$ cat config.mk
export PLATFORM = sky130hd
export DESIGN_NAME = cat2_fold
export DESIGN_NICKNAME = d
export VERILOG_FILES = /design/src/design/cat2_pkg.sv /design/src/design/cat2_fold.sv
export SDC_FILE = /design/constraint.sdc
export NUM_CORES = 1
export LEC_CHECK = 0
export ABC_AREA = 1
export ABC_CLOCK_PERIOD_IN_PS = 8800
export BUFFER_PORTS_ARGS = -buffer_cell sky130_fd_sc_hd__buf_4
export CAP_MARGIN = 20
export CORE_MARGIN = 10
export CORE_UTILIZATION = 45
export CTS_CLUSTER_DIAMETER = 200
export DETAILED_ROUTE_END_ITERATION = 16
export GPL_TIMING_DRIVEN = 0
export PLACE_DENSITY = 0.86
export SLEW_MARGIN = 40
export SYNTH_ARGS = -nofsm -noshare
export SYNTH_HDL_FRONTEND = slang
export SYNTH_SLANG_ARGS = --single-unit
$ cat constraint.sdc
create_clock -name clock -period 8.8 [get_ports clock]
set_input_delay 0.88 -clock clock [delete_from_list [all_inputs] [get_ports clock]]
set_output_delay 0.88 -clock clock [all_outputs]
set_load 0.02 [all_outputs]
$ cat src/design/cat2_pkg.sv
package cat2_pkg;

   // Datapath sizing
   localparam int ROTATIONS   = 24;
   localparam int COORD_WIDTH = 32;
   localparam int IN_W        = (COORD_WIDTH < 32) ? COORD_WIDTH : 32;
   localparam int XY_W        = COORD_WIDTH + 2;
   localparam int ANGLE_W     = 32;
   localparam int IDX_W       = $clog2(ROTATIONS);
   localparam int TABLE_LEN   = 30;
   localparam int TABLE_IDX_W = $clog2(TABLE_LEN);

   typedef logic signed [XY_W-1:0]    xy_type;
   typedef logic signed [ANGLE_W-1:0] angle_type;

   // pi and pi/2 in Q2.29
   localparam angle_type PI_Q      = 32'sd1686629713;
   localparam angle_type HALF_PI_Q = 32'sd843314857;

   // round(atan(2^-i) * 2^29)
   localparam angle_type ATAN_TABLE [TABLE_LEN] = '{
      32'sd421657428, 32'sd248918915, 32'sd131521918, 32'sd66762579, 32'sd33510843,
      32'sd16771758,  32'sd8387925,   32'sd4194219,   32'sd2097141,  32'sd1048575,
      32'sd524288,    32'sd262144,    32'sd131072,    32'sd65536,    32'sd32768,
      32'sd16384,     32'sd8192,      32'sd4096,      32'sd2048,     32'sd1024,
      32'sd512,       32'sd256,       32'sd128,       32'sd64,       32'sd32,
      32'sd16,        32'sd8,         32'sd4,         32'sd2,        32'sd1
   };

   // One item in flight between two pipeline stages
   typedef struct packed {
      xy_type    x;
      xy_type    y;
      angle_type acc;
      logic      neg;    // vector was folded into the right half plane
      logic      ypos;   // original y was positive
      logic      spec;   // axis or zero vector, acc already holds the answer
   } stage_type;

   function automatic angle_type atan_entry(input logic [IDX_W-1:0] idx);
      logic [TABLE_IDX_W-1:0] t;
      t = TABLE_IDX_W'(idx);
      atan_entry = (int'(t) < TABLE_LEN) ? ATAN_TABLE[t] : '0;
   endfunction

endpackage

$ cat src/design/cat2_fold.sv
module cat2_fold (
   input  logic                          clock,
   input  logic                          reset,
   input  logic                          in_valid,
   output logic                          in_ready,
   input  logic [31:0]                   in_y,
   input  logic [31:0]                   in_x,
   output logic                          out_valid,
   input  logic                          out_ready,
   output cat2_pkg::stage_type           out_data
);

   logic                valid_ff, valid_in;
   cat2_pkg::stage_type data_ff, data_in, fold;
   cat2_pkg::xy_type    y, x;
   logic                xz, yz;

   always_comb begin
      y  = cat2_pkg::xy_type'(signed'(in_y[cat2_pkg::IN_W-1:0]));
      x  = cat2_pkg::xy_type'(signed'(in_x[cat2_pkg::IN_W-1:0]));
      xz = (x == '0);
      yz = (y == '0);

      fold.neg  = (x < 0);
      fold.ypos = (y > 0);
      fold.spec = xz || yz;
      fold.x    = fold.neg ? -x : x;
      fold.y    = fold.neg ? -y : y;

      if (xz && yz) begin
         fold.acc = '0;
      end else if (xz) begin
         fold.acc = (y > 0) ? cat2_pkg::HALF_PI_Q : -cat2_pkg::HALF_PI_Q;
      end else if (yz) begin
         fold.acc = (x < 0) ? cat2_pkg::PI_Q : '0;
      end else begin
         fold.acc = '0;
      end
   end

   assign in_ready = !valid_ff || out_ready;
   assign valid_in = in_ready ? in_valid : valid_ff;
   assign data_in  = (in_ready && in_valid) ? fold : data_ff;

   always_ff @(posedge clock) begin
      if (reset) begin
         valid_ff <= 1'b0;
      end else begin
         valid_ff <= valid_in;
      end
   end

   always_ff @(posedge clock) begin
      data_ff <= data_in;
   end

   assign out_valid = valid_ff;
   assign out_data  = data_ff;

endmodule

# [Yosys cells after proc, flatten, opt, wreduce, memory -nomap -nowiden]
# Index checks and enable logic that the tools add are counted.
[op_classes] add_sub_neg=2 n_lt_le_gt_ge=2 mux=6 reduce_logical=7
[op_table] operator="34-bit logical NOT" count=2
[op_table] operator="34-bit 2-to-1 mux" count=2
[op_table] operator="32-bit negator with 34-bit output" count=2
[op_table] operator="32-bit 2-to-1 mux" count=2
[op_table] operator="31-bit 2-to-1 mux" count=2
[op_table] operator="32-bit by 1-bit greater-than comparator with 1-bit output, second input constant" count=1
[op_table] operator="32-bit by 1-bit less-than comparator with 1-bit output, second input constant" count=1
[op_table] operator="1-bit logical AND" count=2
[op_table] operator="1-bit logical OR" count=2
[op_table] operator="1-bit logical NOT" count=1
[totals] ff_bits=104 inputBits=68 out_inout_bits=105 elab_cells=24

# [Longest topological paths before layout]
# Gate-level depths: netlist of the first run.
[depth] word_depth=4 depth_mapped=11 mapped_depth_nobuf=11

# [Least setup slack after synthesis of the first run]
# OpenSTA, ideal clock, no wires.
[synth_timing] path_type="input to register" startpoint="input port in_valid" endpoint="register data_ff (netlist bit out_data[0]) (enable)" setup_ps=535 arrival_ps=4602 required_ps=8265 slack_ps=3663 path_stages=2 n_path_buf=0 path_cell_list="inv_1 -> a21oi_1"
[synth_via] elab_chain_cells=1
[synth_rtl] element="from (decl)" line="cat2_fold.sv:4" text="input logic in_valid,"
[synth_rtl] element="1-bit logical AND" line="cat2_fold.sv:43" text="assign data_in = (in_ready && in_valid) ? fold : data_ff;"
[synth_rtl] element="to (signal assigned)" line="cat2_fold.sv:54" text="data_ff <= data_in;"
[synth_rtl] element="to (decl)" line="cat2_fold.sv:14" text="cat2_pkg::stage_type data_ff, data_in, fold;"
# No other way between the ends.
# A chain may end at the register's enable or synchronous reset.

# [Worst setup path after layout of the first run]
[layout_timing] startpoint="input port in_x[1]" endpoint="register data_ff (netlist bit out_data[29]), data pin"
[layout_via] elab_chain_cells=4 word_cells_on_any_way=6 classes_between="order compare (1); mux (3); reduce/logical (2)"
[layout_rtl] element="from (decl)" line="cat2_fold.sv:7" text="input logic [31:0] in_x,"
[layout_rtl] element="32-bit by 1-bit less-than comparator with 1-bit output" line="cat2_fold.sv:35" text="fold.acc = (x < 0) ? cat2_pkg::PI_Q : '0;"
[layout_rtl] element="31-bit 2-to-1 mux" line="cat2_fold.sv:35"
[layout_rtl] element="31-bit 2-to-1 mux" line="cat2_fold.sv:34" text="end else if (yz) begin"
[layout_rtl] element="32-bit 2-to-1 mux" line="cat2_fold.sv:32" text="end else if (xz) begin"
# Parallel ways exist; a longest one is shown, timed or not.

==> results of run 1 <==
==> flip-flops by register name, summed over array words and instances (netlist names) <==
name,cells
out_data,76
out_valid,1
==> stage by stage <==
stage	cell area, µm²	setup WS [ns]
CTS	6500	6.35
detailed placement	6320	5.99
finish	6500	6.33
floorplan	4770	3.66
global placement	6230	2.34
global route	6500	6.14
==> layout by cell type (no fill, tap or decap), types with 2 or more instances in the layout <==
cell type	Yosys	final
nor3_1	4	4
buf_8	0	3
buf_4	30	202
nand2_1	137	137
nand3_2	4	4
nor2_8	2	2
clkinv_2	0	3
o211ai_1	4	4
nor2_2	17	17
o21ai_2	3	3
clkbuf_8	0	9
xnor2_1	11	11
ha_1	7	7
inv_2	8	8
nand4_2	2	2
nand2_2	5	5
buf_2	5	5
a21oi_1	6	5
edfxtp_1	76	76
clkbuf_1	0	2
nand4_1	9	9
nand3b_1	2	2
nor2_1	54	54
o21ai_1	5	5
inv_1	58	58
nand3_1	49	49
o21ai_0	12	12
nor2_4	7	7
xor2_1	21	21
==> worst max-delay path, cell delays in order <==
cell	delay (ns)
buf_4	0.11
inv_1	0.09
ha_1	0.25
nand4_2	0.17
nor2_2	0.18
nand3_1	0.16
nor3b_2	0.24
ha_1	0.20
nand2_1	0.05
o21ai_0	0.13
a21oi_1	0.08
==> layer usage <==
metal / GRT usage [%] / vias up / wire [µm]
met5: 0 / - / 0
met1: 21.9 / 2014 / 5530
met4: 7.44 / 0 / 368
met3: 5.01 / 28 / 1460
li1: - / 2129 / -
met2: 33.6 / 211 / 7630
==> worst min path at each step <==
stage,start,end,cells after the start
finish,out_valid$_SDFFE_PP0N_,out_valid$_SDFFE_PP0N_,2
floorplan,out_valid$_SDFFE_PP0N_,out_valid$_SDFFE_PP0N_,2
CTS,out_valid$_SDFFE_PP0N_,out_valid$_SDFFE_PP0N_,2
detailed placement,out_valid$_SDFFE_PP0N_,out_valid$_SDFFE_PP0N_,2
global route,out_valid$_SDFFE_PP0N_,out_valid$_SDFFE_PP0N_,2
global placement,out_valid$_SDFFE_PP0N_,out_valid$_SDFFE_PP0N_,2
==> report_power, final <==
part	switching, mW	internal (mW)
combinational	0.135	0.0962
sequential	0.0101	0.437
clock	0.129	0.130
total	0.275	0.663
==> cells by family after synthesis <==
group                      after synthesis  synth area share, %
AOI/OAI and AO/OA                       31                 3.72
xor gates and xnor gates                32                 5.87
adders and majority gates                7                 1.84
buffers and inverters                  101                 10.4
DFF                                     77                 48.3
other                                    1               0.0786
and+or+nand+nor                        297                 29.8
==> area by class of cell <==
cell class              count  area, µm²
clock inverters             5       52.6
fillers                   877       3820
multi-input cells         368       1980
repair buffers            176       1360
well taps                 136        170
flip-flops and latches     77       2300
clock buffers              11        131
plain buffers              35        250
inverters                  66        248
==> flow_metrics.tcl, run 1 <==
set metrics [dict create \
    status "complete, no violations" \
    place.gp.congestion 0.910 \
    period_share_pct 28.1 \
    die-height_um 123 \
    drt-total-wl_um 15000 \
    power_density_mw_per_mm2 144 \
    ctsHoldBuffers 0 \
    cp-endpoint "out_data[29]$_SDFFCE_PP0P_" \
    num_rows 37 \
    synthFlopType "edfxtp_1" \
    r2r_slack_ns 7.36 \
    clock-sinks 77 \
    via_per_inst 5.01 \
    grt_use_total_pct 19.2 \
    rr_endpoint "out_data[51]$_DFFE_PP_" \
    startpoint_type "input pin" \
    finalHoldViolCount 0 \
    antenna_found_initial 0 \
    min_path_type "reg -> reg" \
    synth_top_cell_area_share_pct 47.8 \
    cts_max_level 3 \
    arrival_ns 2.56 \
    critPathKind "in -> reg" \
    drc 0 \
    overflow 0 \
    post-place-cells 858 \
    ys_seq_area_share_pct 48.3 \
    critical_path.startpoint "in_x[1]" \
    cap_viol_max_count 0 \
    synthTopCellsByArea "edfxtp_1 48%, nand2_1 11%, nand3_1 5.1%, buf_4 4.7%, inv_1 4.6%" \
    fin_cells 874 \
    drt_iter0_drc 363 \
    reg2reg_from "out_valid$_SDFFE_PP0N_" \
    leakagePower_nw 3.07 \
    die_area_mm2 0.0151 \
    first_global_vias 4241 \
    post-route-min-period_ns 2.47 \
    cts_resized 0 \
    wl_per_cell_um 17.1 \
    insertion_delay_ns 0.36 \
    antenna_cells 0 \
    clockRootBuffer "clkbuf_8" \
    die_w_um 123 \
    netlist_instances 546 \
    vias 4382 \
    ys_top_cells_by_count "137 x nand2_1, 76 x edfxtp_1, 58 x inv_1, 54 x nor2_1, 49 x nand3_1" \
    synth_nets 621 \
    clk_pin_slew_ns 0.08 \
    nets 808 \
    firstDrtPassIters 6 \
    setup_tns_ns 0 \
    synth_edf_count 76 \
    cp_max_fo 4 \
    async_reset_ff_share_pct 0 \
    hpwl_um 12100 \
    whs_ns 0.546 \
    final_util_pct 63.0 \
    yosysMostFrequentCell "nand2_1" \
    setup_viol_count_final 0 \
    mappedNetlistArea_mm2 0.00477 \
    cts_buffers 9 \
    power_uw 938 \
    syn_to_final_growth_pct 36.2 \
    yosysWarnings 0 \
    synth.avg_cell_area_um2 8.74 \
    ios 173 \
    grt_pass1_wl_um 22300 \
    tritoncts "done" \
    clock_path_buffers 2 \
    portBuffers 172 \
    vdd_drop_max_uv 71.1 \
    max_freq_mhz 405 \
    cts_post_setup_buffers_inserted 0 \
    grt_setup_unrepaired "false" \
    slew_violations 0 \
    crit_required_ns 8.89 \
    r2r_cells 3 \
    ant_nets 0 \
    ys_ff_latch 77 \
    clock-skew-final_ns 0.0112 \
    start_util_pct 46.2 \
    drive_gt1_share_pct 37.7 \
    core-area_mm2 0.0103 \
    synth_cell_types 33 \
    end_kind "register" \
    synth_area_leader_cell "edfxtp_1" \
    grt_max_degree 21 \
]
(Power assumes the default switching activity.)
==> inputs of run 2 (changes only) <==
ABC_CLOCK_PERIOD_IN_PS = 2430   (was 8800)
clock period = 2.43 ns   (was 8.8 ns; I/O delays follow)
==> flow_metrics.tcl, run 2 (synthesis gave the netlist of run 1 again) <==
set metrics [dict create \
    status "complete, no violations" \
    drc 0 \
    setup_viol_count_final 0 \
    arrival_ns 1.91 \
    leakagePower_nw 3.05 \
    r2r_slack_ns 0.89 \
    crit_required_ns 2.53 \
    fin_area_mm2 0.00646 \
    ios 173 \
    final_common_cell "buf_4" \
    drt_iter0_drc 347 \
    vdd_drop_max_uv 274 \
    power_mw 3.29 \
    cts_buffers 9 \
    drt-total-wl_um 14800 \
    pre_cts_ws_ns 0.256 \
    post-route-min-period_ns 1.81 \
    tritoncts "done" \
    slew_violations 0 \
    clock-skew-final_ns 0.00873 \
    hpwl_um 12000 \
    end_kind "register" \
    cp_max_fo 5 \
    power_frac_comb_pct 25.4 \
    clockPowerShare_pct 25.3 \
    core-area_mm2 0.0103 \
    post-place-cells 858 \
    fillers 872 \
    clock-sinks 77 \
    fin_cells 874 \
    grt_max_degree 21 \
    cts_resized 0 \
    max_freq_mhz 553 \
    internal_power_mw 2.30 \
    clock_path_buffers 2 \
    nets 808 \
    drive_gt1_share_pct 37.4 \
    largest_reg_flops 76 \
    cts_post_setup_buffers_inserted 0 \
    wl_per_cell_um 17.0 \
    p_switching_uw 989 \
    startpoint_type "input pin" \
    power.share.sequential_pct 49.3 \
    final_cell_mix "202 x buf_4, 137 x nand2_1, 76 x edfxtp_1, 58 x inv_1, 54 x nor2_1" \
    ctsHoldBuffers 0 \
    place.gp.congestion 0.933 \
    grt_pass1_wl_um 22100 \
    grt_use_total_pct 18.7 \
    finalHoldViolCount 0 \
    insertion_delay_ns 0.36 \
    overflow 0 \
    ant_nets 0 \
    portBuffers 172 \
    die_w_um 123 \
    min_path_type "in -> reg" \
    setup_tns_ns 0 \
    placed_area_mm2 0.00630 \
    cts_max_level 3 \
    antenna_found_initial 0 \
    clk_pin_slew_ns 0.08 \
    syn_to_final_growth_pct 35.4 \
    critPathKind "in -> reg" \
    grt_setup_unrepaired "false" \
    first_global_vias 4217 \
    clockRootBuffer "clkbuf_8" \
    die_area_mm2 0.0151 \
    num_rows 37 \
    finalWorstSetupSlack_ns 0.620 \
    die-height_um 123 \
    power_density_mw_per_mm2 509 \
    antenna_cells 0 \
    firstDrtPassIters 8 \
    start_util_pct 46.2 \
    cap_viol_max_count 0 \
    via_per_inst 5.00 \
    period_share_pct 74.5 \
    vias 4374 \
    switching_share_pct 30.1 \
]
-- run 2: per-stage QoR --
stage,hold WS [ns],util [%]
6_report,0.0232,62.6
5_1_grt,0.0108,62.6
4_1_cts,0.0147,62.6
3_5_place_dp,0.400,61.1
3_3_place_gp,0.396,60.5
2_1_floorplan,0.312,-
-- run 2: final timing paths --
| check | to | cells past startpoint | from |
|---|---|---|---|
| worst min register to register | out_valid$_SDFFE_PP0N_ | 2 | out_valid$_SDFFE_PP0N_ |
| worst max-delay path | out_data[29]$_SDFFCE_PP0P_ | 11 | in_y[0] |
| worst max register to register | out_data[95]$_DFFE_PP_ | 3 | out_valid$_SDFFE_PP0N_ |
| worst min-delay path | out_valid$_SDFFE_PP0N_ | 2 | reset |
-- run 2: critical path, cell delays in order --
cell,delay [ns]
buf_4,0.11
inv_1,0.09
ha_1,0.20
nand3_2,0.16
nor2_8,0.17
nand4_2,0.15
nor3_2,0.23
ha_1,0.29
nand2_1,0.06
o21ai_0,0.13
a21oi_1,0.07
-- run 2: area by class of cell --
cell class | instances | area (µm²) | share of cell area [%]
inverter | 66 | 248 | 3.84
clock inverter | 3 | 15.0 | 0.233
buffer | 35 | 250 | 3.88
multi-input combinational | 368 | 1980 | 30.7
timing repair buffer | 176 | 1350 | 20.9
sequential | 77 | 2300 | 35.7
clock buffer | 13 | 139 | 2.15
tap | 136 | 170 | 2.64
-- run 2: layer usage --
layer / vias up / track usage, % / wire length (µm)
met3: 24 / 4.33 / 1380
met2: 202 / 32.9 / 7460
met4: 0 / 6.04 / 304
met5: - / 0 / 0
met1: 2019 / 22.2 / 5670
li1: 2129 / - / -
-- run 2: power groups by stage --
stage | registers (mW) | logic (mW) | clock network [mW]
4_1_cts | 1.62 | 0.838 | 0.846
6_report | 1.62 | 0.834 | 0.832
5_1_grt | 1.63 | 0.899 | 0.886
2_1_floorplan | 1.77 | 0.316 | 0
3_3_place_gp | 1.65 | 0.804 | 0
3_5_place_dp | 1.65 | 0.836 | 0
