==> config.mk <==
export PLATFORM = sky130hd
export DESIGN_NAME = cat2_final
export DESIGN_NICKNAME = d
export VERILOG_FILES = /design/src/design/cat2_pkg.sv /design/src/design/cat2_final.sv
export SDC_FILE = /design/constraint.sdc
export NUM_CORES = 1
export LEC_CHECK = 0
export BUFFER_PORTS_ARGS = -buffer_cell sky130_fd_sc_hd__buf_2
export CAP_MARGIN = 20
export CORE_MARGIN = 2
export CORE_UTILIZATION = 40
export DETAILED_ROUTE_END_ITERATION = 10
export PLACE_DENSITY = 0.72
export SETUP_SLACK_MARGIN = 0.3
export SLEW_MARGIN = 0
export SYNTH_ARGS = -nofsm -noshare
export SYNTH_HDL_FRONTEND = slang
export SYNTH_SLANG_ARGS = --single-unit
==> constraint.sdc <==
create_clock -name clock -period 9.2 [get_ports clock]
set_input_delay 1.38 -clock clock [delete_from_list [all_inputs] [get_ports clock]]
set_output_delay 1.38 -clock clock [all_outputs]
set_load 0.1 [all_outputs]
==> src/design/cat2_pkg.sv <==
package cat2_pkg;

   // Datapath sizing
   localparam int ROTATIONS   = 24;
   localparam int COORD_WIDTH = 32;
   localparam int IN_W        = (COORD_WIDTH < 32) ? COORD_WIDTH : 32;
   localparam int XY_W        = COORD_WIDTH + 2;
   localparam int ANGLE_W     = 32;
   localparam int IDX_W       = $clog2(ROTATIONS);
   localparam int TABLE_LEN   = 30;
   localparam int TABLE_IDX_W = $clog2(TABLE_LEN);

   typedef logic signed [XY_W-1:0]    xy_type;
   typedef logic signed [ANGLE_W-1:0] angle_type;

   // pi and pi/2 in Q2.29
   localparam angle_type PI_Q      = 32'sd1686629713;
   localparam angle_type HALF_PI_Q = 32'sd843314857;

   // round(atan(2^-i) * 2^29)
   localparam angle_type ATAN_TABLE [TABLE_LEN] = '{
      32'sd421657428, 32'sd248918915, 32'sd131521918, 32'sd66762579, 32'sd33510843,
      32'sd16771758,  32'sd8387925,   32'sd4194219,   32'sd2097141,  32'sd1048575,
      32'sd524288,    32'sd262144,    32'sd131072,    32'sd65536,    32'sd32768,
      32'sd16384,     32'sd8192,      32'sd4096,      32'sd2048,     32'sd1024,
      32'sd512,       32'sd256,       32'sd128,       32'sd64,       32'sd32,
      32'sd16,        32'sd8,         32'sd4,         32'sd2,        32'sd1
   };

   // One item in flight between two pipeline stages
   typedef struct packed {
      xy_type    x;
      xy_type    y;
      angle_type acc;
      logic      neg;    // vector was folded into the right half plane
      logic      ypos;   // original y was positive
      logic      spec;   // axis or zero vector, acc already holds the answer
   } stage_type;

   function automatic angle_type atan_entry(input logic [IDX_W-1:0] idx);
      logic [TABLE_IDX_W-1:0] t;
      t = TABLE_IDX_W'(idx);
      atan_entry = (int'(t) < TABLE_LEN) ? ATAN_TABLE[t] : '0;
   endfunction

endpackage

==> src/design/cat2_final.sv <==
module cat2_final (
   input  logic                          clock,
   input  logic                          reset,
   input  logic                          in_valid,
   output logic                          in_ready,
   input  cat2_pkg::stage_type           in_data,
   output logic                          out_valid,
   input  logic                          out_ready,
   output cat2_pkg::angle_type           out_angle
);

   localparam int SUM_W = cat2_pkg::ANGLE_W + 1;

   logic                     valid_ff, valid_in;
   cat2_pkg::angle_type      angle_ff, angle_in, result;
   logic signed [SUM_W-1:0]  offset, sum, pi_w;

   // Undo the half-plane fold, then clamp to [-pi, pi]
   always_comb begin
      pi_w = SUM_W'(cat2_pkg::PI_Q);
      if (in_data.neg && !in_data.spec) begin
         offset = in_data.ypos ? pi_w : -pi_w;
      end else begin
         offset = '0;
      end
      sum = SUM_W'(in_data.acc) + offset;
      if (sum > pi_w) begin
         result = cat2_pkg::PI_Q;
      end else if (sum < -pi_w) begin
         result = -cat2_pkg::PI_Q;
      end else begin
         result = cat2_pkg::angle_type'(sum[cat2_pkg::ANGLE_W-1:0]);
      end
   end

   assign in_ready = !valid_ff || out_ready;
   assign valid_in = in_ready ? in_valid : valid_ff;
   assign angle_in = (in_ready && in_valid) ? result : angle_ff;

   always_ff @(posedge clock) begin
      if (reset) begin
         valid_ff <= 1'b0;
      end else begin
         valid_ff <= valid_in;
      end
   end

   always_ff @(posedge clock) begin
      angle_ff <= angle_in;
   end

   assign out_valid = valid_ff;
   assign out_angle = angle_ff;

endmodule

== Word level (Yosys, flattened, before mapping) ==
Index checks and enable logic that the tools add are counted.

* Flip-flop bits (word level): 33
* Output and inout port bits: 34
* Logic and storage cells: 15

* Add/subtract/negate cells: 1
* Reductions and logical operators: 6
* $lt $le $gt $ge: 2
* Muxes and demuxes: 3

{| class="wikitable"
|+ Operators with widths
! cell !! number
|-
| $mux W33 || 2
|-
| $add A32 B33 Y33 || 1
|-
| $gt A33 B32 Y1 const B || 1
|-
| $lt A33 B32 Y1 const B || 1
|-
| $mux W32 || 1
|-
| $logic_and A1 B1 Y1 || 2
|-
| $logic_not A1 Y1 || 2
|-
| $reduce_or A2 Y1 || 1
|-
| $logic_or A1 B1 Y1 || 1
|}

== Depth between registers and ports, before layout ==
Gate-level depths: netlist of the first run.

* Depth after elaboration: 6
* Depth in mapped cells: 21
* Depth with buffers taken out: 16

== Worst setup path before layout of the first run ==
No wires, ideal clock.

* Path type: input to register
* Start point: input port in_data[0] in the netlist's numbering
* End point: register angle_ff[0], in the netlist out_angle[0], data pin
* Data arrival time: 5.266 ns
* Slack: 3.669 ns
* Library setup time: 0.265 ns
* Stages on the path: 19
* Path through: buf_2 > nand2b_1 > inv_2 > buf_2 > buf_1 > ha_1 > ha_1 > nor4_1 > o21a_1 > nor2b_4 > nor4_4 > a32oi_1 > a31o_1 > or3_4 > a221oi_2 > nor2_1 > nor4_2 > o32ai_2 > or3_1

* Word-level cells in the longest chain between the ends: 6
* Elaborated cells between the ends (all ways): 7
* Those cells by class: add/sub: 1; order compare: 2; mux: 1; reduce/logical: 3

{| class="wikitable"
|+ Ends and longest elaborated chain
! item !! line !! source
|-
| start, declared || cat2_final.sv:6 || <nowiki>input cat2_pkg::stage_type in_data,</nowiki>
|-
| $logic_not A1 Y1 * || cat2_final.sv:21 || <nowiki>if (in_data.neg && !in_data.spec) begin</nowiki>
|-
| $logic_and A1 B1 Y1 * || cat2_final.sv:21 ||
|-
| $mux W33 * || cat2_final.sv:21 ||
|-
| $add A32 B33 Y33 * || cat2_final.sv:26 || <nowiki>sum = SUM_W'(in_data.acc) + offset;</nowiki>
|-
| $gt A33 B32 Y1 / $lt A33 B32 Y1 (equally long branches) || cat2_final.sv:27, cat2_final.sv:29 ||
|-
| $reduce_or A2 Y1 (no line) || -- ||
|-
| end signal, assigned || cat2_final.sv:49 || <nowiki>angle_ff <= angle_in;</nowiki>
|-
| end, declared || cat2_final.sv:15 || <nowiki>cat2_pkg::angle_type angle_ff, angle_in, result;</nowiki>
|}

Mark *: on every way between the ends. The rest lies on a longest branch, timed or not.
A chain may end at the register's enable or synchronous reset.

== Final worst setup path of the first run ==
* Start point: input port in_data[1] in the netlist's numbering
* End point: register angle_ff[0], in the netlist out_angle[0], data pin

* Word-level cells in the longest chain between the ends: 5
* Elaborated cells between the ends (all ways): 6
* Those cells by class: add/sub: 1; order compare: 2; mux: 2; reduce/logical: 1

{| class="wikitable"
|+ Ends and longest elaborated chain
! item !! line !! source
|-
| $mux W33 * || cat2_final.sv:22 || <nowiki>offset = in_data.ypos ? pi_w : -pi_w;</nowiki>
|-
| $mux W33 * || cat2_final.sv:21 ||
|-
| $add A32 B33 Y33 * || cat2_final.sv:26 ||
|-
| $gt A33 B32 Y1 / $lt A33 B32 Y1 (equally long branches) || cat2_final.sv:27, cat2_final.sv:29 ||
|-
| $reduce_or A2 Y1 (no line) * || -- ||
|}

Marks and branches as above.

==> impl_metrics.toml, run 1 <==
[run_status]
status = "completed"

[detailed_routing]
drtPass1Iterations = 5
drc = 0
ant_nets = 0
drtIter0Drc = 530
viasPerCell = 6.05
routed_wirelength_um = 11800
post_drt_wl_per_cell_um = 15.9
vias = 4476

[cts]
cts_buffer_depth = 2
cts_root_buffer = "clkbuf_8"
htree_levels = 2
post_cts_resized = 0
clk_pin_slew_ns = 0.07
post_cts_buffers = 0
holdBufCountCts = 0
cts_buffers = 5
clock_sink_count = 33
clk_latency_ns = 0.29
cts_tree = "done"

[synthesis]
synth_seq_cells = 33
synth_common_cells = "nand2_1 (56), xnor2_1 (47), a21oi_1 (41), o21ai_0 (41), nor2_1 (40)"
syn_inst = 567
yosysTopAreaCellShare_pct = 22.3
syn_area_um2 = 4300
synth_edf_count = 32
synth_top_cell_by_area = "edfxtp_1"
synth_fp_nets = 676
ys.warnings.count = 0
ys.flop_type = "edfxtp_1"
async_flop_share_pct = 0
synth.distinct_cells = 79
syn_area_per_cell_um2 = 7.58
yosysMostFrequentCell = "nand2_1"
synthTopCellsByArea = "edfxtp_1 (22%), xnor2_1 (9.6%), nand2_1 (4.9%), a21oi_1 (4.8%), o21ai_0 (4.8%)"
yosysSeqAreaShare_pct = 22.8

[worst_setup_path]
crit_start = "in_data[1]"
crit_type = "in -> reg"
worstReg2RegStart = "out_valid"
r2r_slack_ns = 7.97
critPathLaunchType = "input port"
crit_required_ns = 9.22
crit_fanout = 42
reg2reg_depth = 3
reg2reg_to = "out_angle[16]"
cp-end-kind = "flip-flop"
worstPathArrival_ns = 6.13

[floorplan]
dieArea_um2 = 11600
die_height_um = 108
initial_core_util_pct = 41.5
dieWidth_um = 108
coreArea_um2 = 10400
ios = 141
rows = 37

[grt]
grt_pass1_wl_um = 19000
grt_max_degree = 43
grtUsageTotal_pct = 20.1
grt_pass1_vias = 3793
antenna_found_initial = 0
overflow = 0

[sta]
max_freq_mhz = 164
slew_headroom_pct = 51.6
finalSetupViolCount = 0
fin_setup_tns_ns = 0
worst_pin_slew_ns = 0.726
period_needed_ns = 6.11
hold_violations = 0
fin_crit_sh_pct = 66.4
drv_slew = 0
fin_skew_ns = 0.00729
rsz0062_at_grt = "no"

[power_and_ir_drop]
p_leak_uw = 0.00180
irDropWorstVdd_mv = 0.121
power.density_nw_per_um2 = 144

[finish]
final_util_pct = 46.5
syn2layout_area_growth_pct = 12.2
final_layout_size_suffix_gt1_share_pct = 19.5
num_antenna_cells = 0
nNetsFinal = 712

[hold_path]
hold_path_depth = 2
worstHoldStart = "out_valid"
worstHoldPathType = "reg -> reg"
hold_end = "out_valid"

[placement]
gp_congestion = 0.911
portBuffers = 72
dp_hpwl_um = 8810

[run]
maxCapViolations = 0
power breakdown:
part	internal [uW]	leakage, uW	switching [uW]
Combinational	91.4	0.00142	270
Clock	87.9	0.0000574	51.1
Sequential	192	0.000317	4.04
Total	372	0.00180	325
registers in the layout, indices dropped and copies added (netlist names):
register / flops
out_valid: 1
out_angle: 32
worst max path at each step:
| stage | to | depth (start not counted) |
|---|---|---|
| 2_1_floorplan | out_angle[0] | 19 |
| 3_3_place_gp | out_angle[1] | 18 |
| 3_5_place_dp | out_angle[1] | 13 |
| 4_1_cts | out_angle[1] | 13 |
| 5_1_grt | out_angle[0] | 14 |
| 6_report | out_angle[0] | 14 |
worst max-delay path: stages:
cell	delay (ns)
buf_2	0.56
clkinv_1	0.73
o211a_1	0.46
a221oi_1	0.55
nor4_4	0.10
a32oi_1	0.32
a21oi_1	0.14
or3_4	0.36
a221oi_2	0.31
nor2_1	0.09
nor4_2	0.38
o32ai_4	0.17
buf_8	0.21
or3_1	0.36
cell families after synthesis:
logic type	synth area share, %
AOI/OAI and AO/OA	30.6
xor gates and xnor gates	11.2
adders and majority gates	0.815
buffers and inverters	6.43
DFF	22.8
muxes	2.85
and+or+nand+nor	25.3
metal layers:
layer	vias up	GRT usage (%)	part of all wire [%]
met5	-	0	0
met4	0	5.59	1.5
met3	19	1.57	6.7
met2	201	33.5	46
met1	2072	27.8	45
li1	2184	-	-
per-stage QoR:
step / setup slack (ns) / cell area (um2) / instances / hold slack (ns) / power (uW)
floorplan: 3.67 / 4300 / 567 / 1.45 / 496
global placement: 2.65 / 4670 / 730 / 0.487 / 549
detailed placement: 2.54 / 4670 / 730 / 0.529 / 554
CTS: 2.84 / 4790 / 738 / 0.538 / 695
global route: 2.72 / 4820 / 740 / 0.571 / 731
finish: 3.09 / 4820 / 740 / 0.528 / 696
final cells by class:
class,count,area [um2]
clock buffer,6,82.6
multi-input combinational,467,3050
sequential,33,981
timing repair buffer,81,443
inverter,15,56.3
clock inverter,2,37.5
fill,1029,5550
tap,136,170
cells in the final DEF, fill, tap and decap left out, types with 11 or more instances in the layout:
master	Yosys	final
buf_2	8	72
nand2_1	56	56
xnor2_1	47	47
a21oi_1	41	41
o21ai_0	41	41
nor2_1	40	40
edfxtp_1	32	32
a21o_1	18	18
nor3_1	18	18
nand3_1	17	17
inv_1	12	12
a21oi_2	11	11
Power figures use the tool's default switching activity.
==> run 2, diff against run 1 <==
--- a/config.mk
+++ b/config.mk
@@ -10,7 +10,7 @@
 export CORE_MARGIN = 2
 export CORE_UTILIZATION = 40
 export DETAILED_ROUTE_END_ITERATION = 10
-export PLACE_DENSITY = 0.72
+export PLACE_DENSITY = 0.74
 export SETUP_SLACK_MARGIN = 0.3
 export SLEW_MARGIN = 0
 export SYNTH_ARGS = -nofsm -noshare
==> constraint.sdc (replaced) <==
create_clock -name clock -period 5.5 [get_ports clock]
set_input_delay 0.825 -clock clock [delete_from_list [all_inputs] [get_ports clock]]
set_output_delay 0.825 -clock clock [all_outputs]
set_load 0.1 [all_outputs]
==> run 2 against run 1 <==
Against the previous run:
- total power grew 59%
- routed wire length grew 3.5%
- first-iteration DRC count grew 14%
- clock skew shrank 0.0026 ns
- sequential share of layout area shrank 0.079 points
- hold slack lost 0.024 ns
- clock power grew 19%
- sequential cell count is the same
- critical endpoint is now out_angle[1]
- highest routed layer unchanged
==> impl_metrics.toml, run 2 (synthesis gave the netlist of run 1 again) <==
[run_status]
status = "completed"

[worst_setup_path]
crit_required_ns = 5.51
crit_type = "in -> reg"
path_cells = "buf_2, or3b_1, buf_4, o211ai_1, a2bb2oi_1, a21oi_1, o211ai_1, a21oi_1, xnor2_1, nor4bb_1, a21boi_0, nor4_2, o32ai_4, buf_12, a21oi_1"
path_delay_family = "compound AO/OA/AOI/OAI gates"
crit_start = "in_data[2]"
worstReg2RegStart = "out_valid"
worst_path_most_repeated_cell = "a21oi_1"
critPathLaunchType = "input port"
cp-end-kind = "flip-flop"
cp_slowest_cell = "or3b_1"
crit_buf_inv = 3
cp_slowest_stage_delay_ns = 0.41
worstPathArrival_ns = 4.88
crit_fanout = 27

[power_and_ir_drop]
power.switching_uw = 541
switching_share_pct = 48.9
sequentialPowerShare_pct = 29.7
p_leak_uw = 0.00182
p_clk_share_pct = 14.9
irDropWorstVdd_mv = 0.202
p_int_uw = 566
power.density_nw_per_um2 = 228
power_frac_comb_pct = 55.4

[hold_path]
worstHoldStart = "out_valid"
worstHoldPathType = "reg -> reg"

[finish]
final_cells = 747
num_antenna_cells = 0
largest_register_ffs = 32
final_cell_mix = "buf_2 (72), nand2_1 (56), xnor2_1 (47)"
num-fill-cells = 1070
syn2layout_area_growth_pct = 12.6
final_common_cell = "buf_2"
nNetsFinal = 719
final_layout_size_suffix_gt1_share_pct = 20.5

[detailed_routing]
viasPerCell = 6.04
post_drt_wl_per_cell_um = 16.3
drtIter0Drc = 602
ant_nets = 0
drc = 0
routed_wirelength_um = 12200
vias = 4510
drtPass1Iterations = 5

[cts]
cts_buffer_depth = 2
clk_latency_ns = 0.27
post_cts_buffers = 0
clk_pin_slew_ns = 0.06
htree_levels = 2
clock_sink_count = 33
cts_buffers = 5
cts_tree = "done"
cts_root_buffer = "clkbuf_8"

[floorplan]
rows = 37
dieArea_um2 = 11600
die_height_um = 108
coreArea_um2 = 10400
initial_core_util_pct = 41.5
ios = 141
dieWidth_um = 108

[sta]
hold_violations = 0
slew_headroom_pct = 46.2
fin_crit_sh_pct = 88.6
worst_pin_slew_ns = 0.800
fin_skew_ns = 0.00472
period_needed_ns = 4.87
fin_hold_ws_ns = 0.505
timing.final.ws_setup_ns = 0.629
max_freq_mhz = 205
rsz0062_at_grt = "no"
finalSetupViolCount = 0
fin_setup_tns_ns = 0
drv_slew = 0

[grt]
grt_pass1_wl_um = 19700
antenna_found_initial = 0
overflow = 0
grt_max_degree = 34
grtUsageTotal_pct = 20.7
grt_pass1_vias = 4068

[placement]
dp_hpwl_um = 9250
dp_cells = 739
pre_cts_slack_ns = 0.377
gp_congestion = 0.923
portBuffers = 72

[run]
maxCapViolations = 0
==> run 2: changes by cell type in the layout (fill, tap and decap cells not counted) <==
cell        delta
nor4b_1        -1
bufinv_16      -1
clkbuf_8       -1
buf_12         +1
clkinvlp_4     -1
clkbuf_1       +1
clkinv_2       +2
nor4b_2        +1
buf_8          -2
buf_4          +8
==> run 2: area by class of cell <==
cell class                 instances  area [um2]  area share (%)
clock inverter                     2        10.0           0.207
tap                              136         170            3.51
clock buffer                       6        72.6            1.50
timing repair buffer              88         493            10.2
inverter                          15        56.3            1.16
sequential                        33         981            20.3
multi-input combinational        467        3060            63.2
==> run 2: stage by stage <==
step / cell area (um2) / power (uW) / util [%]
3_3_place_gp: 4750 / 931 / 45.8
4_1_cts: 4840 / 1110 / 46.6
5_1_grt: 4840 / 1160 / 46.7
2_1_floorplan: 4300 / 829 / -
3_5_place_dp: 4750 / 941 / 45.8
6_report: 4840 / 1110 / 46.7
==> run 2: what timing repair did <==
item,CTS,global route
endpoints found under the setup margin,0,1
resized for setup,0,1
hold buffers,0,0
==> run 2: worst min-delay path: stages (launching register included) <==
cell	delay, ns
dfxtp_1	0.30
nand2b_1	0.09
a21oi_1	0.07
==> run 2: power by group through the flow <==
stage	combinational [uW]	sequential (uW)	clock, uW
global placement	598	333	0
global route	654	331	178
floorplan	271	558	0
finish	613	328	165
CTS	608	329	169
detailed placement	607	334	0
==> run 2: worst paths after layout <==
path | cells past startpoint | slack (ns) | endpoint
setup / recovery | 15 | 0.63 | out_angle[1]
hold / removal | 2 | 0.50 | out_valid
setup reg to reg | 3 | 4.29 | out_angle[19]
hold reg to reg | 2 | 0.50 | out_valid
==> run 2: routing by layer <==
| layer | GRT usage [%] | part of all wire (%) |
|---|---|---|
| met1 | 28.8 | 46 |
| met2 | 33.8 | 46 |
| met3 | 1.27 | 5.7 |
| met4 | 7.14 | 2.2 |
| met5 | 0 | 0 |
==> run 3, diff against run 2 <==
--- a/config.mk
+++ b/config.mk
@@ -8,9 +8,9 @@
 export BUFFER_PORTS_ARGS = -buffer_cell sky130_fd_sc_hd__buf_2
 export CAP_MARGIN = 20
 export CORE_MARGIN = 2
-export CORE_UTILIZATION = 40
+export CORE_UTILIZATION = 45
 export DETAILED_ROUTE_END_ITERATION = 10
-export PLACE_DENSITY = 0.74
+export PLACE_DENSITY = 0.81
 export SETUP_SLACK_MARGIN = 0.3
 export SLEW_MARGIN = 0
 export SYNTH_ARGS = -nofsm -noshare
==> run 3 against run 2 <==
Against the previous run:
- first-iteration DRC count down 7.5%
- fmax decreased by 0.91%
- critical path type unchanged
- highest routed layer unchanged
- total power shrank 0.28%
- critical endpoint is now out_angle[14]
==> impl_metrics.toml, run 3 (synthesis gave the netlist of run 1 again) <==
[run_status]
status = "completed"

[worst_setup_path]
crit_fanout = 12
crit_start = "in_data[2]"
reg2reg_depth = 3
crit_type = "in -> reg"
path_delay_family = "simple AND/OR/NAND/NOR gates"
cp-end-kind = "flip-flop"
cp_slowest_stage_delay_ns = 0.41
worstPathArrival_ns = 4.93
path_cells = "buf_2, or3b_1, xnor2_1, ha_1, nor4_1, o21a_1, nor2b_4, nor4_4, a32oi_1, a31o_1, or3_4, a221oi_2, nor2_1, nor4_2, o32ai_4, buf_4, o21bai_1"
cp.depth = 17
crit_buf_inv = 2
worstReg2RegStart = "out_valid"
critPathLaunchType = "input port"
cp_slowest_cell = "or3b_1"
crit_required_ns = 5.51

[finish]
final_common_cell = "buf_2"
num_antenna_cells = 0
final_area_um2 = 4820
nNetsFinal = 720
final_cell_mix = "buf_2 (72), nand2_1 (56), xnor2_1 (47)"
largest_register_ffs = 32
final_layout_size_suffix_gt1_share_pct = 20.1
syn2layout_area_growth_pct = 12.0

[hold_path]
worstHoldPathType = "reg -> reg"
hold_path_depth = 2
worstHoldStart = "out_valid"

[detailed_routing]
ant_nets = 0
routed_wirelength_um = 12200
drtIter0Drc = 557
drtPass1Iterations = 6
post_drt_wl_per_cell_um = 16.4
drc = 0
viasPerCell = 6.21
vias = 4597

[cts]
cts_root_buffer = "clkbuf_8"
holdBufCountCts = 0
clock_sink_count = 33
cts_buffer_depth = 2
clk_pin_slew_ns = 0.06
post_cts_resized = 0
htree_levels = 2
clk_latency_ns = 0.28
post_cts_buffers = 0
cts_tree = "done"
cts_buffers = 5

[placement]
gp_congestion = 0.964
portBuffers = 72
dpl_cell_area_um2 = 4740
dp_hpwl_um = 9010

[grt]
antenna_found_initial = 0
overflow = 0
grtUsageTotal_pct = 23.5
grt_max_degree = 34
grt_pass1_wl_um = 19900
grt_pass1_vias = 4177

[power_and_ir_drop]
power.density_nw_per_um2 = 229
irDropWorstVdd_mv = 0.166
p_leak_uw = 0.00181

[floorplan]
dieArea_um2 = 10400
ios = 141
die_height_um = 102
rows = 35
initial_core_util_pct = 46.5
dieWidth_um = 102
coreArea_um2 = 9240

[sta]
max_freq_mhz = 203
slew_headroom_pct = 46.4
finalSetupViolCount = 0
rsz0062_at_grt = "no"
worst_pin_slew_ns = 0.797
drv_slew = 0
hold_violations = 0
fin_setup_tns_ns = 0
fin_skew_ns = 0.00673
fin_crit_sh_pct = 89.4
period_needed_ns = 4.92

[run]
maxCapViolations = 0
[run 3: worst paths after layout]
kind	endpoint	slack [ns]
hold / removal	out_valid	0.52
setup / recovery	out_angle[14]	0.58
setup reg to reg	out_angle[13]	4.26
hold reg to reg	out_valid	0.52
[run 3: cell type report]
type | count | area (um2)
Inverter | 15 | 56.3
Tap cell | 129 | 161
Multi-Input combinational cell | 467 | 3050
Fill cell | 877 | 4420
Sequential cell | 33 | 981
Timing Repair Buffer | 89 | 488
Clock buffer | 6 | 72.6
Clock inverter | 1 | 3.75
[run 3: per-layer routing]
layer	part of all wire (%)	track usage, %	wire length, um	up-vias
met5	0	0	0	-
met4	2.2	8.11	266	0
met3	7.3	1.66	881	31
met2	47	39.2	5730	226
met1	43	32.1	5270	2140
li1	-	-	-	2200
[run 3: tightest hold or removal path: stages (launching register included)]
cell and delay [ns]:
dfxtp_1 0.31, nand2b_1 0.10, a21oi_1 0.07
[run 3: where the power goes]
part | switching [uW] | internal (uW) | total (uW) | leakage, uW
combinational | 456 | 156 | 612 | 0.00146
clock | 78.2 | 85.1 | 163 | 0.0000387
sequential | 7.05 | 322 | 329 | 0.000317
[run 3: stage by stage]
stage | util, % | hold WS (ns) | instances | worst slack (ns) | total power (uW)
final | 52.1 | 0.519 | 740 | 0.584 | 1100
after global routing | 52.1 | 0.551 | 740 | 0.326 | 1160
after detailed placement | 51.3 | 0.515 | 733 | 0.325 | 937
after floorplan | - | 0.894 | 567 | 0.524 | 829
after CTS | 52.1 | 0.523 | 740 | 0.610 | 1100
after global placement | 51.3 | 0.490 | 733 | 0.452 | 926
